**src/design/mtt_pkg.sv**
```systemverilog
package mtt_pkg;

  localparam int NUM_CODES   = 36;
  localparam int NUM_LETTERS = 26;
  localparam int MAX_SYMBOLS = 5;
  localparam int MAX_RESULTS = 6;

  typedef logic [7:0] char_t;
  typedef logic [2:0] count_t;
  typedef logic [4:0] sym_bits_t;

  localparam char_t CH_LF    = 8'h0A;
  localparam char_t CH_CR    = 8'h0D;
  localparam char_t CH_SPACE = 8'h20;
  localparam char_t CH_DASH  = 8'h2D;
  localparam char_t CH_DOT   = 8'h2E;
  localparam char_t CH_SLASH = 8'h2F;
  localparam char_t CH_ZERO  = 8'h30;
  localparam char_t CH_NINE  = 8'h39;
  localparam char_t CH_QMARK = 8'h3F;
  localparam char_t CH_UA    = 8'h41;
  localparam char_t CH_UZ    = 8'h5A;
  localparam char_t CH_LA    = 8'h61;
  localparam char_t CH_LZ    = 8'h7A;
  localparam char_t CASE_GAP = 8'h20;

  localparam count_t CODE_LEN [NUM_CODES] = '{
    3'd2, 3'd4, 3'd4, 3'd3, 3'd1, 3'd4, 3'd3, 3'd4, 3'd2, 3'd4, 3'd3, 3'd4, 3'd2,
    3'd2, 3'd3, 3'd4, 3'd4, 3'd3, 3'd3, 3'd1, 3'd3, 3'd4, 3'd3, 3'd4, 3'd4, 3'd4,
    3'd5, 3'd5, 3'd5, 3'd5, 3'd5, 3'd5, 3'd5, 3'd5, 3'd5, 3'd5
  };

  localparam sym_bits_t CODE_BITS [NUM_CODES] = '{
    5'd2, 5'd1, 5'd5, 5'd1, 5'd0, 5'd4, 5'd3, 5'd0, 5'd0, 5'd14, 5'd5, 5'd2, 5'd3,
    5'd1, 5'd7, 5'd6, 5'd11, 5'd2, 5'd0, 5'd1, 5'd4, 5'd8, 5'd6, 5'd9, 5'd13, 5'd3,
    5'd31, 5'd30, 5'd28, 5'd24, 5'd16, 5'd0, 5'd1, 5'd3, 5'd7, 5'd15
  };

  typedef struct packed {
    count_t                       len;
    logic                         unk;
    logic [MAX_RESULTS-1:0][7:0]  chars;
  } job_t;

  typedef struct packed {
    logic push;
    job_t job;
  } q_wr_t;

  typedef struct packed {
    logic valid;
    job_t job;
  } q_rd_t;

  typedef struct packed {
    logic full;
    logic empty;
  } q_stat_t;

  function automatic char_t code_char(input logic [5:0] idx);
    char_t r;
    if (idx < 6'(NUM_LETTERS)) begin
      r = CH_UA + 8'(idx);
    end else begin
      r = CH_ZERO + 8'(idx - 6'(NUM_LETTERS));
    end
    return r;
  endfunction

  // bit 8 set on a hit, low byte is the character
  function automatic logic [8:0] decode_lookup(input count_t n, input sym_bits_t bits);
    sym_bits_t  mask;
    logic [8:0] r;
    mask = 5'((6'd1 << n) - 6'd1);
    r = '0;
    for (int i = NUM_CODES - 1; i >= 0; i--) begin
      if (CODE_LEN[i] == n && ((CODE_BITS[i] ^ bits) & mask) == 5'd0) begin
        r = {1'b1, code_char(6'(i))};
      end
    end
    return r;
  endfunction

endpackage

```
**src/design/mtt_in_if.sv**
```systemverilog
interface mtt_in_if;
  logic        valid;
  logic        ready;
  logic [7:0]  in_char;

  modport source (output valid, output in_char, input ready);
  modport sink   (input valid, input in_char, output ready);
endinterface

```
**src/design/mtt_out_if.sv**
```systemverilog
interface mtt_out_if;
  logic        valid;
  logic        ready;
  logic [7:0]  out_char;
  logic        unknown_code;
  logic        last;

  modport source (output valid, output out_char, output unknown_code, output last,
                  input ready);
  modport sink   (input valid, input out_char, input unknown_code, input last,
                  output ready);
endinterface

```
**src/design/morse_text_transcoder.sv**
```systemverilog
// Morse text transcoder: one ASCII character in per item, a run of result characters
// out (dots, dashes, separators, CR LF, or a decoded letter/digit, '?' flagged by
// unknown_code), with last marking the final result of each item. The input side
// takes one item per cycle as long as the job queue (QUEUE_DEPTH entries) has room;
// an item that yields nothing never enters the queue. The output side sends one
// result per cycle while dout.ready is high, with up to six results for a digit.
// Sustained rate is therefore set by the output port, and items with no results
// never take the output at all.
module morse_text_transcoder #(
  parameter int QUEUE_DEPTH = 2
) (
  input  logic       clk,
  input  logic       rst,
  mtt_in_if.sink     din,
  mtt_out_if.source  dout
);
  import mtt_pkg::*;

  q_wr_t   q_wr;
  q_rd_t   q_rd;
  q_stat_t q_stat;
  logic    pop;

  mtt_front u_front (
    .clk    (clk),
    .rst    (rst),
    .din    (din),
    .q_stat (q_stat),
    .q_wr   (q_wr)
  );

  mtt_queue #(.DEPTH(QUEUE_DEPTH)) u_queue (
    .clk    (clk),
    .rst    (rst),
    .q_wr   (q_wr),
    .pop    (pop),
    .q_rd   (q_rd),
    .q_stat (q_stat)
  );

  mtt_back u_back (
    .clk  (clk),
    .rst  (rst),
    .q_rd (q_rd),
    .pop  (pop),
    .dout (dout)
  );

  a_no_push_when_full: assert property (@(posedge clk) disable iff (rst)
    q_wr.push |-> !q_stat.full)
    else $error("job pushed into full queue");

  a_pushed_job_nonempty: assert property (@(posedge clk) disable iff (rst)
    q_wr.push |-> (q_wr.job.len != 3'd0 && q_wr.job.len <= 3'(MAX_RESULTS)))
    else $error("job length out of range");

  a_unknown_is_qmark: assert property (@(posedge clk) disable iff (rst)
    (dout.valid && dout.unknown_code) |-> (dout.out_char == CH_QMARK && dout.last))
    else $error("unknown_code on a result other than a lone '?'");

  a_idle_after_reset: assert property (@(posedge clk)
    (!rst && $past(rst)) |-> !dout.valid)
    else $error("output valid right after reset");

endmodule

```
**src/design/mtt_front.sv**
```systemverilog
module mtt_front (
  input  logic           clk,
  input  logic           rst,
  mtt_in_if.sink         din,
  input  mtt_pkg::q_stat_t q_stat,
  output mtt_pkg::q_wr_t   q_wr
);
  import mtt_pkg::*;

  logic      decode_mode, decode_mode_next;
  count_t    symbol_count, symbol_count_next;
  sym_bits_t symbol_bits, symbol_bits_next;

  char_t      c;
  logic       is_letter, is_digit, is_sym, accept;
  logic [5:0] idx;
  count_t     enc_len;
  sym_bits_t  enc_bits;
  logic [8:0] dec;
  job_t       job;

  assign din.ready = !q_stat.full;
  assign accept    = din.valid && din.ready;

  always_comb begin
    c = din.in_char;
    if (c >= CH_LA && c <= CH_LZ) c = c - CASE_GAP;
    is_letter = (c >= CH_UA && c <= CH_UZ);
    is_digit  = (c >= CH_ZERO && c <= CH_NINE);
    is_sym    = (c == CH_DOT || c == CH_DASH);
    idx       = is_digit ? 6'(c - CH_ZERO) + 6'(NUM_LETTERS) : 6'(c - CH_UA);
    enc_len   = CODE_LEN[idx];
    enc_bits  = CODE_BITS[idx];
    dec       = decode_lookup(symbol_count, symbol_bits);
  end

  always_comb begin
    decode_mode_next  = decode_mode;
    symbol_count_next = symbol_count;
    symbol_bits_next  = symbol_bits;
    job               = '0;
    if (is_letter || is_digit) begin
      decode_mode_next = 1'b0;
    end else if (is_sym) begin
      decode_mode_next = 1'b1;
    end
    if (c == CH_CR) begin
      job.chars[0] = CH_CR;
      job.chars[1] = CH_LF;
      job.len      = 3'd2;
    end
    if (decode_mode_next) begin
      priority if (is_sym) begin
        if (symbol_count < 3'(MAX_SYMBOLS)) begin
          symbol_bits_next[symbol_count] = (c == CH_DASH);
          symbol_count_next = symbol_count + 3'd1;
        end
      end else if (c == CH_SPACE || c == CH_SLASH) begin
        if (symbol_count == 3'd0) begin
          if (c == CH_SLASH) begin
            job.chars[0] = CH_SPACE;
            job.len      = 3'd1;
          end
        end else if (dec[8]) begin
          job.chars[0] = dec[7:0];
          job.chars[1] = CH_SPACE;
          job.len      = (c == CH_SLASH) ? 3'd2 : 3'd1;
        end else begin
          job.chars[0] = CH_QMARK;
          job.unk      = 1'b1;
          job.len      = 3'd1;
        end
        symbol_count_next = '0;
      end else begin
        symbol_count_next = '0;
      end
    end else begin
      if (is_letter || is_digit) begin
        for (int k = 0; k < MAX_RESULTS; k++) begin
          if (3'(k) < enc_len) begin
            job.chars[k] = enc_bits[k % MAX_SYMBOLS] ? CH_DASH : CH_DOT;
          end else if (3'(k) == enc_len) begin
            job.chars[k] = CH_SPACE;
          end
        end
        job.len = enc_len + 3'd1;
      end else if (c == CH_SPACE) begin
        job.chars[0] = CH_SLASH;
        job.chars[1] = CH_SPACE;
        job.len      = 3'd2;
      end
    end
  end

  assign q_wr.push = accept && (job.len != 3'd0);
  assign q_wr.job  = job;

  always_ff @(posedge clk) begin
    if (rst) begin
      decode_mode  <= 1'b0;
      symbol_count <= '0;
      symbol_bits  <= '0;
    end else if (accept) begin
      decode_mode  <= decode_mode_next;
      symbol_count <= symbol_count_next;
      symbol_bits  <= symbol_bits_next;
    end
  end

endmodule

```
**src/design/mtt_queue.sv**
```systemverilog
module mtt_queue #(
  parameter int DEPTH = 2
) (
  input  logic             clk,
  input  logic             rst,
  input  mtt_pkg::q_wr_t   q_wr,
  input  logic             pop,
  output mtt_pkg::q_rd_t   q_rd,
  output mtt_pkg::q_stat_t q_stat
);
  import mtt_pkg::*;

  localparam int PTR_W = (DEPTH > 1) ? $clog2(DEPTH) : 1;
  localparam int LVL_W = $clog2(DEPTH + 1);

  job_t             slots [DEPTH];
  logic [PTR_W-1:0] wr_ptr, rd_ptr;
  logic [LVL_W-1:0] level;
  logic             do_push, do_pop;

  assign q_stat.full  = (level == LVL_W'(DEPTH));
  assign q_stat.empty = (level == '0);
  assign do_push      = q_wr.push && !q_stat.full;
  assign do_pop       = pop && !q_stat.empty;
  assign q_rd.valid   = !q_stat.empty;
  assign q_rd.job     = slots[rd_ptr];

  always_ff @(posedge clk) begin
    if (do_push) slots[wr_ptr] <= q_wr.job;
  end

  always_ff @(posedge clk) begin
    if (rst) begin
      wr_ptr <= '0;
      rd_ptr <= '0;
      level  <= '0;
    end else begin
      if (do_push) wr_ptr <= (wr_ptr == PTR_W'(DEPTH - 1)) ? '0 : wr_ptr + 1'b1;
      if (do_pop)  rd_ptr <= (rd_ptr == PTR_W'(DEPTH - 1)) ? '0 : rd_ptr + 1'b1;
      if (do_push && !do_pop) begin
        level <= level + 1'b1;
      end else if (do_pop && !do_push) begin
        level <= level - 1'b1;
      end
    end
  end

endmodule

```
**src/design/mtt_back.sv**
```systemverilog
module mtt_back (
  input  logic           clk,
  input  logic           rst,
  input  mtt_pkg::q_rd_t q_rd,
  output logic           pop,
  mtt_out_if.source      dout
);
  import mtt_pkg::*;

  logic   busy, ovalid, ounk, olast;
  char_t  ochar;
  job_t   job, cur_job;
  count_t pos, cur_pos;
  logic   have, adv, is_last;

  assign adv     = !ovalid || dout.ready;
  assign have    = busy || q_rd.valid;
  assign cur_job = busy ? job : q_rd.job;
  assign cur_pos = busy ? pos : 3'd0;
  assign is_last = (cur_pos == cur_job.len - 3'd1);
  assign pop     = adv && !busy && q_rd.valid;

  assign dout.valid        = ovalid;
  assign dout.out_char     = ochar;
  assign dout.unknown_code = ounk;
  assign dout.last         = olast;

  always_ff @(posedge clk) begin
    if (adv && have) begin
      ochar <= cur_job.chars[cur_pos];
      ounk  <= cur_job.unk;
      olast <= is_last;
      job   <= cur_job;
      pos   <= cur_pos + 3'd1;
    end
  end

  always_ff @(posedge clk) begin
    if (rst) begin
      busy   <= 1'b0;
      ovalid <= 1'b0;
    end else if (adv) begin
      ovalid <= have;
      busy   <= have && !is_last;
    end
  end

endmodule
```
**src/flat_wrapper.sv**
```systemverilog
// flat-port wrapper written by rule: the top's interface ports become plain ports
module morse_text_transcoder_flat import mtt_pkg::*;
#(
  parameter int QUEUE_DEPTH = 2
)
  (clk, rst, din_valid, din_in_char, din_ready, dout_valid, dout_out_char, dout_unknown_code, dout_last, dout_ready);
  mtt_in_if din_i ();
  mtt_out_if dout_i ();
  input  logic clk;
  input  logic rst;
  input wire logic [$bits(din_i.valid)-1:0] din_valid;
  input wire logic [$bits(din_i.in_char)-1:0] din_in_char;
  output wire logic [$bits(din_i.ready)-1:0] din_ready;
  output wire logic [$bits(dout_i.valid)-1:0] dout_valid;
  output wire logic [$bits(dout_i.out_char)-1:0] dout_out_char;
  output wire logic [$bits(dout_i.unknown_code)-1:0] dout_unknown_code;
  output wire logic [$bits(dout_i.last)-1:0] dout_last;
  input wire logic [$bits(dout_i.ready)-1:0] dout_ready;
  assign din_i.valid = din_valid;
  assign din_i.in_char = din_in_char;
  assign din_ready = din_i.ready;
  assign dout_valid = dout_i.valid;
  assign dout_out_char = dout_i.out_char;
  assign dout_unknown_code = dout_i.unknown_code;
  assign dout_last = dout_i.last;
  assign dout_i.ready = dout_ready;
  morse_text_transcoder #(.QUEUE_DEPTH(QUEUE_DEPTH)) u_core (.clk(clk), .rst(rst), .din(din_i), .dout(dout_i));
endmodule
```
**config.mk**
```make
export PLATFORM = sky130hd
export DESIGN_NAME = morse_text_transcoder_flat
export DESIGN_NICKNAME = d
export VERILOG_FILES = /design/src/design/mtt_pkg.sv /design/src/design/mtt_in_if.sv /design/src/design/mtt_out_if.sv /design/src/design/morse_text_transcoder.sv /design/src/design/mtt_front.sv /design/src/design/mtt_queue.sv /design/src/design/mtt_back.sv /design/src/flat_wrapper.sv
export SDC_FILE = /design/constraint.sdc
export NUM_CORES = 1
export LEC_CHECK = 0
export BUFFER_PORTS_ARGS = -buffer_cell sky130_fd_sc_hd__buf_2
export CORE_MARGIN = 4
export CORE_UTILIZATION = 55
export DETAILED_ROUTE_END_ITERATION = 16
export PLACE_DENSITY_LB_ADDON = 0.3
export SLEW_MARGIN = 20
export SYNTH_ARGS = -nofsm -noshare
export SYNTH_HDL_FRONTEND = slang
export SYNTH_SLANG_ARGS = --single-unit
export TNS_END_PERCENT = 1
```
**constraint.sdc**
```tcl
create_clock -name clk -period 17.4 [get_ports clk]
set_input_delay 3.48 -clock clk [delete_from_list [all_inputs] [get_ports clk]]
set_output_delay 3.48 -clock clk [all_outputs]
set_load 0.01 [all_outputs]
```
== Word level (Yosys, flattened, before mapping) ==
Memories as Yosys holds them, arrays and structs flattened. A register that Yosys moved wholly into a read port is not among the register bits.
Index checks and enable logic that the tools add are counted.

* Register bits after elaboration: 79
* Bits in writable memories: 104
* Memory bits (read-only): 512
* Bits of input ports: 12
* Output and inout port bits: 12
* Word-level logic and storage cells: 303
* Memories kept: 3

* Add/subtract/negate cells: 13
* Magnitude comparators: 17
* Eq/ne operators: 18
* Shifts and indexed selects: 1
* Muxes and demuxes: 104
* Bitwise gates (word level): 39
* Reductions and logical operators: 89

{| class="wikitable"
|+ Memories
! name !! words !! bits a word !! rd ports !! clocked after memory_dff !! write ports !! line !! text
|-
| (name not given) || 64 || 5 || 1 || 0 || 0 || mtt_front.sv:33 || <nowiki>enc_bits = CODE_BITS[idx];</nowiki>
|-
| (name not given) || 64 || 3 || 1 || 0 || 0 || mtt_front.sv:32 || <nowiki>enc_len = CODE_LEN[idx];</nowiki>
|-
| u_core.u_queue.slots || 2 || 52 || 1 || 1 || 1 || mtt_queue.sv:16 || <nowiki>job_t slots [DEPTH];</nowiki>
|}

{| class="wikitable"
|+ Operators by type and width
! kind !! number
|-
| two-way mux 9 bit || 36
|-
| bitwise AND 5 bit || 19
|-
| zero test 5 bit || 19
|-
| two-way mux 8 bit || 11
|-
| two-way mux 16 bit || 5
|-
| two-way mux 32 bit || 2
|-
| two-way mux 6 bit || 9
|-
| two-way mux 52 bit || 1
|-
| logical AND 1 bit || 50
|-
| == test 8 x 6 -> 1 bit (second input constant) || 4
|-
| two-way mux 3 bit || 10
|-
| binary-select mux 8 bit (select 3 bit) || 1
|-
| two-way mux 2 bit || 10
|-
| >= comparator 8 x 7 -> 1 bit (second input constant) || 2
|-
| less-or-equal comparator 8 x 7 -> 1 bit (second input constant) || 2
|-
| inverter 3 bit || 5
|-
| == test 2 x 3 -> 1 bit (first input constant) || 4
|-
| == test 3 bit (first input constant) || 4
|-
| two-way mux 1 bit || 12
|-
| two-way mux 12 bit || 1
|-
| two-way mux 5 bit || 2
|-
| inverter 2 bit || 5
|-
| adder 3 x 1 -> 3 bit (second input constant) || 3
|-
| == test 8 x 4 -> 1 bit (second input constant) || 1
|-
| other kinds (39) || 63
|}

== Longest topological paths before layout ==
* Depth after elaboration: 53
* Gate-level depth with buffers: 22
* Depth with buffers taken out: 20

== Hierarchy ==
Synthesis repeated with hierarchy kept, for this count alone.

* Cells, all modules: 940
* Area total of the unflattened synthesis: 10847.9 µm²

{| class="wikitable"
|+ By module, submodules not included
! module !! instances !! cells an instance !! area each (µm²) !! seq. area each (µm²)
|-
| mtt_queue || 1 || 188 || 3972.6 || 3223.1
|-
| mtt_front || 1 || 525 || 3617.2 || 180.2
|-
| mtt_back || 1 || 227 || 3258.1 || 1961.9
|}

== Worst setup path after synthesis ==
No wires, ideal clock.

* Path type: input-to-reg
* From: input din_in_char[0]
* To: memory u_core.u_queue.slots[0][0] in the netlist's numbering (enable)
* Library setup time: 0.420 ns
* Arrival: 8.890 ns
* Data required time: 16.980 ns
* Slack: 8.090 ns
* Stages on the path: 19
* Buffers on the path: 2
* Cell sequence: clkbuf_1 -> clkinv_1 -> ha_1 -> clkbuf_1 -> o21bai_1 -> a21oi_1 -> mux2i_1 -> ha_1 -> inv_1 -> a211oi_1 -> a2111oi_0 -> o211ai_1 -> a21oi_1 -> inv_1 -> ha_1 -> mux2i_1 -> a221o_1 -> a31oi_4 -> nor2b_1

* Word-level cells in the longest chain between the ends: 18
* Elaborated cells between the ends (all ways): 45
* Those cells by class: add/sub: 5; order compare: 6; eq/ne: 5; mux: 18; bitwise: 1; reduce/logical: 9; memory: 1

{| class="wikitable"
|+ Ends and longest elaborated chain
! element !! line !! text
|-
| start: declaration || flat_wrapper.sv:12 || <nowiki>input wire logic [$bits(din_i.in_char)-1:0] din_in_char;</nowiki>
|-
| >= comparator 8 x 7 -> 1 bit or less-or-equal comparator 8 x 7 -> 1 bit (tied branches) || mtt_front.sv:27 || <nowiki>if (c >= CH_LA && c <= CH_LZ) c = c - CASE_GAP;</nowiki>
|-
| logical AND 1 bit || mtt_front.sv:27 ||
|-
| two-way mux 8 bit (*) || mtt_front.sv:27 ||
|-
| subtractor 6 bit (tied with other cells) || mtt_front.sv:31 || <nowiki>idx = is_digit ? 6'(c - CH_ZERO) + 6'(NUM_LETTERS) : 6'(c - CH_UA);</nowiki>
|-
| adder 6 x 5 -> 6 bit or logical AND 1 bit (tied branches) || mtt_front.sv:31, mtt_front.sv:29 ||
|-
| two-way mux 6 bit || mtt_front.sv:31 ||
|-
| inverter 6 -> 7 bit (implied by the code) || mtt_front.sv:32 ||
|-
| memory read (64 x 3 bit) || - ||
|-
| [... 3 more ...] || - ||
|-
| two-way mux 3 bit || mtt_front.sv:78 || <nowiki>if (is_letter || is_digit) begin</nowiki>
|-
| two-way mux 3 bit (*) || mtt_front.sv:52 || <nowiki>if (decode_mode_next) begin</nowiki>
|-
| nonzero test 3 bit (*) || mtt_front.sv:95 || <nowiki>assign q_wr.push = accept && (job.len != 3'd0);</nowiki>
|-
| logical AND 1 bit (*) || mtt_front.sv:95 ||
|-
| logical AND 1 bit (*) || mtt_queue.sv:23 || <nowiki>assign do_push = q_wr.push && !q_stat.full;</nowiki>
|-
| net u_core.u_queue.do_push || mtt_queue.sv:19 || <nowiki>logic do_push, do_pop;</nowiki>
|-
| two-way mux 1 bit (*) || mtt_queue.sv:29 || <nowiki>if (do_push) slots[wr_ptr] <= q_wr.job;</nowiki>
|-
| two-way mux 1 bit (implied by the code) (*) || mtt_queue.sv:29 ||
|-
| end: declaration || mtt_queue.sv:16 ||
|}

The timed path passes the listed nets; every way through them passes the cells marked *. The select of a mux whose other input is x is not followed.

== Final worst setup path ==
* From: input din_in_char[0]
* To: memory u_core.u_queue.slots[0][51] in the netlist's numbering (enable)

The elaborated chain is that of the path after synthesis.

==> impl_results.md <==
* Post-Route WL at approximately 20000 um
* Kind of critical path: in2reg
* Post-CTS setup buffer count at 0
* First-pass GRT wire length at 31800 um
* # Max-Cap Violations at 0
* Worst Skew at just under 0.01 ns
* GRT overflow at 0
* Lkg Pwr at between 3 and 4 nW
* Ys flop type: edfxtp_1
* Die area at approximately 18000 sq um
* Maximum clock insertion buffer count at 2
* Library cells used by synthesis at 84
* CTS Root Cell: clkbuf_16
* FFs w/ async S/R, synth at 0
* Port bufs at 23
* Vias per cell at between 6 and 7
* VDD IR max at ~0.00008 V
* Worst-Margin Slew at around 0.97 ns
* Post-route ant nets at 0
* Die outline width at roughly 130 um
* Initial DRC Count at roughly 760
* CTS Hold Bufs at 0
* Vias at 6766
* Most common cell after layout, fill and taps aside: edfxtp_1
* Int Power at between 0.0008 and 0.0009 W
* Design Power at around 0.0013 W
* # setup viols final at 0
* Worst Path Max Fanout at 17
* CTS tree: yes
* Seq/Total Area, Yosys at 0.473
* Gp weighted congestion at approximately 0.97
* Total GRT Usage at 0.222
* CP Capture Type: register
* Yosys warns at 0
* Psw at roughly 0.00042 W
* Pins over their slew limit at 0
* # fillers at ~1200
* Post-Syn Area at 8550 sq um
* Setup_tns at 0 ns
* I/O pin cnt at 24
* TritonCTS Buffers at 17
* Clk sink count at 140
* CP required at between 15 and 20 ns
* ANT cells at 0
* Achievable Freq at roughly 110 MHz
* Clk slew on worst S/H paths at about 0.060 ns
* Flop pwr share at 0.443
* Syn_area_per_cell at a little under 10 sq um
* DRC viols at 0
* Most frequent cells in the layout: 124 x edfxtp_1, 76 x nor2_1, 69 x nand2_1, 67 x o21ai_0, 50 x a21oi_1
* Row count at 45
* CP arrival at 9.14 ns
* Final Hold Vio Count at 0
* #FFs+latches synth at 140
* Wire per inst at about 18 um
* Final Cycle Share at 0.519
* PD cells at about 140 nW/um^2
* Gate Count Post-Synth at roughly 870
* Nets@finish at a little over 900
* Pin count of the biggest net entering global routing at 95
* Clock power frac at 0.282
* Area added between synthesis and finish at 9.57%
* Core Area at 15200 sq um
* Layout cells sized above 1 at 0.0983
* Sw Share at 0.329
* Post-synth EDFFs at 124
* Drt first pass iters at 8
* Resize count post-CTS at 0
* Detailed Place HPWL at 13800 um
* Initial antenna violation count at 0
* Initial core utilization at 0.562
* Clk Latency, worst-skew pair at 0.42 ns
* Relative slew slack at 0.352
* Combinational Power Share at 0.275
* Vias in the first global route at around 6300
* Final min period at approximately 9.0 ns
* Startpoint Class: primary input
* H-tree levels at 4
* Unrepaired setup endpoints after global routing: no
* Status: completed
* Die height at between 100 and 150 um
* Hold crit path type: reg2reg
## logic make-up (layout without fill, tap and decap cells)
family	Yosys count	in the layout	synth area share
AOI/OAI and AO/OA	258	258	0.206
xor gates and xnor gates	14	14	0.0143
adders and majority gates	24	24	0.0351
buffers and inverters	92	109	0.0424
DFF	140	140	0.473
muxes	48	48	0.0588
other	1	2	0.000439
and+or+nand+nor	290	290	0.170
## critical path: stages
cell and delay, ns:
buf_2 0.17, clkinv_1 0.22, ha_1 0.35, o21bai_1 0.21, a21oi_1 0.66, mux2i_1 0.38
ha_1 0.38, inv_1 0.15, a211oi_1 0.06, a2111oi_0 0.43, o211ai_1 0.22, a21oi_1 0.30
inv_1 0.13, ha_1 0.29, mux2i_1 0.06, a221o_1 0.43, a31oi_4 0.25, nor2b_2 0.59
buf_4 0.37
## synthesized netlist by cell type, types with 6 or more instances
| master | count | area share |
|---|---|---|
| a211oi_1 | 23 | 0.020 |
| a21o_1 | 6 | 0.0053 |
| a21oi_1 | 50 | 0.029 |
| a22oi_1 | 6 | 0.0053 |
| a31oi_1 | 9 | 0.0066 |
| and2_1 | 28 | 0.020 |
| clkbuf_1 | 35 | 0.015 |
| dfxtp_1 | 16 | 0.037 |
| edfxtp_1 | 124 | 0.44 |
| ha_1 | 24 | 0.035 |
| inv_1 | 45 | 0.020 |
| mux2i_1 | 42 | 0.049 |
| nand2_1 | 69 | 0.030 |
| nand2b_1 | 9 | 0.0066 |
| nand3_1 | 19 | 0.011 |
| nor2_1 | 77 | 0.034 |
| nor2b_1 | 20 | 0.015 |
| nor3_1 | 32 | 0.019 |
| o211ai_1 | 9 | 0.0079 |
| o21a_1 | 6 | 0.0053 |
| o21ai_0 | 67 | 0.039 |
| o221ai_1 | 6 | 0.0061 |
| o22ai_1 | 6 | 0.0044 |
| or3_1 | 6 | 0.0044 |
| xnor2_1 | 9 | 0.0092 |
## state kept, by name, indices dropped and copies added, names as in the netlist, named ones only
signal,cells
u_core.u_back.dout.valid,1
u_core.u_queue.slots,60
u_core.u_front.decode_mode,1
u_core.u_back.job,52
u_core.u_front.symbol_bits,5
u_core.u_back.pos,3
u_core.u_front.symbol_count,3
u_core.u_queue.level,2
u_core.u_back.dout.last,1
u_core.u_back.busy,1
u_core.u_queue.wr_ptr,1
u_core.u_back.dout.out_char,8
u_core.u_queue.rd_ptr,1
## area by class of cell
type	instances	area (sq um)	share of cell area
flip-flops and latches	140	4050	0.432
well taps	188	235	0.0251
repair buffers	29	160	0.0171
inverters	48	180	0.0192
clock inverters	14	160	0.0171
multi-input cells	636	4160	0.444
clock buffers	18	429	0.0458
## path summary, 6_finish.rpt
kind | slack, ns | cells after the start | to | start
worst min-delay path | 0.52 | 2 | register | u_core.u_queue.rd_ptr
worst max-delay path | 8.36 | 19 | u_core.u_queue.slots[0][51] | din_in_char[0]
worst min register to register | 0.52 | 2 | register | u_core.u_queue.rd_ptr
worst max register to register | 11.32 | 15 | u_core.u_queue.slots[0][51] | u_core.u_front.symbol_count[0]
## metrics by stage
| stage | util | instance area [sq um] | hold WS [ns] | setup slack [ns] | cells |
|---|---|---|---|---|---|
| global route | 0.616 | 9370 | 0.553 | 7.90 | 1073 |
| global placement | 0.577 | 8780 | 0.497 | 8.14 | 1041 |
| floorplan | - | 8550 | 0.481 | 8.09 | 868 |
| CTS | 0.616 | 9370 | 0.531 | 8.46 | 1073 |
| detailed placement | 0.577 | 8780 | 0.512 | 8.06 | 1041 |
| finish | 0.616 | 9370 | 0.524 | 8.36 | 1073 |
## power groups by stage
stage | combinational, W | sequential [W] | clock, W
global placement | 0.000345 | 0.000566 | 0
CTS | 0.000353 | 0.000564 | 0.000362
global route | 0.000392 | 0.000573 | 0.000382
detailed placement | 0.000351 | 0.000570 | 0
floorplan | 0.000266 | 0.000559 | 0
finish | 0.000350 | 0.000564 | 0.000359
## per-layer routing
layer  up-vias  wire [um]  track usage
met2       276       8870        0.345
met5         -          0            0
met1      3173       8680        0.302
met3        57       1260       0.0487
met4         0        624       0.0930
li1       3260          -            -
Note: power is estimated with default switching activity, not from simulation.
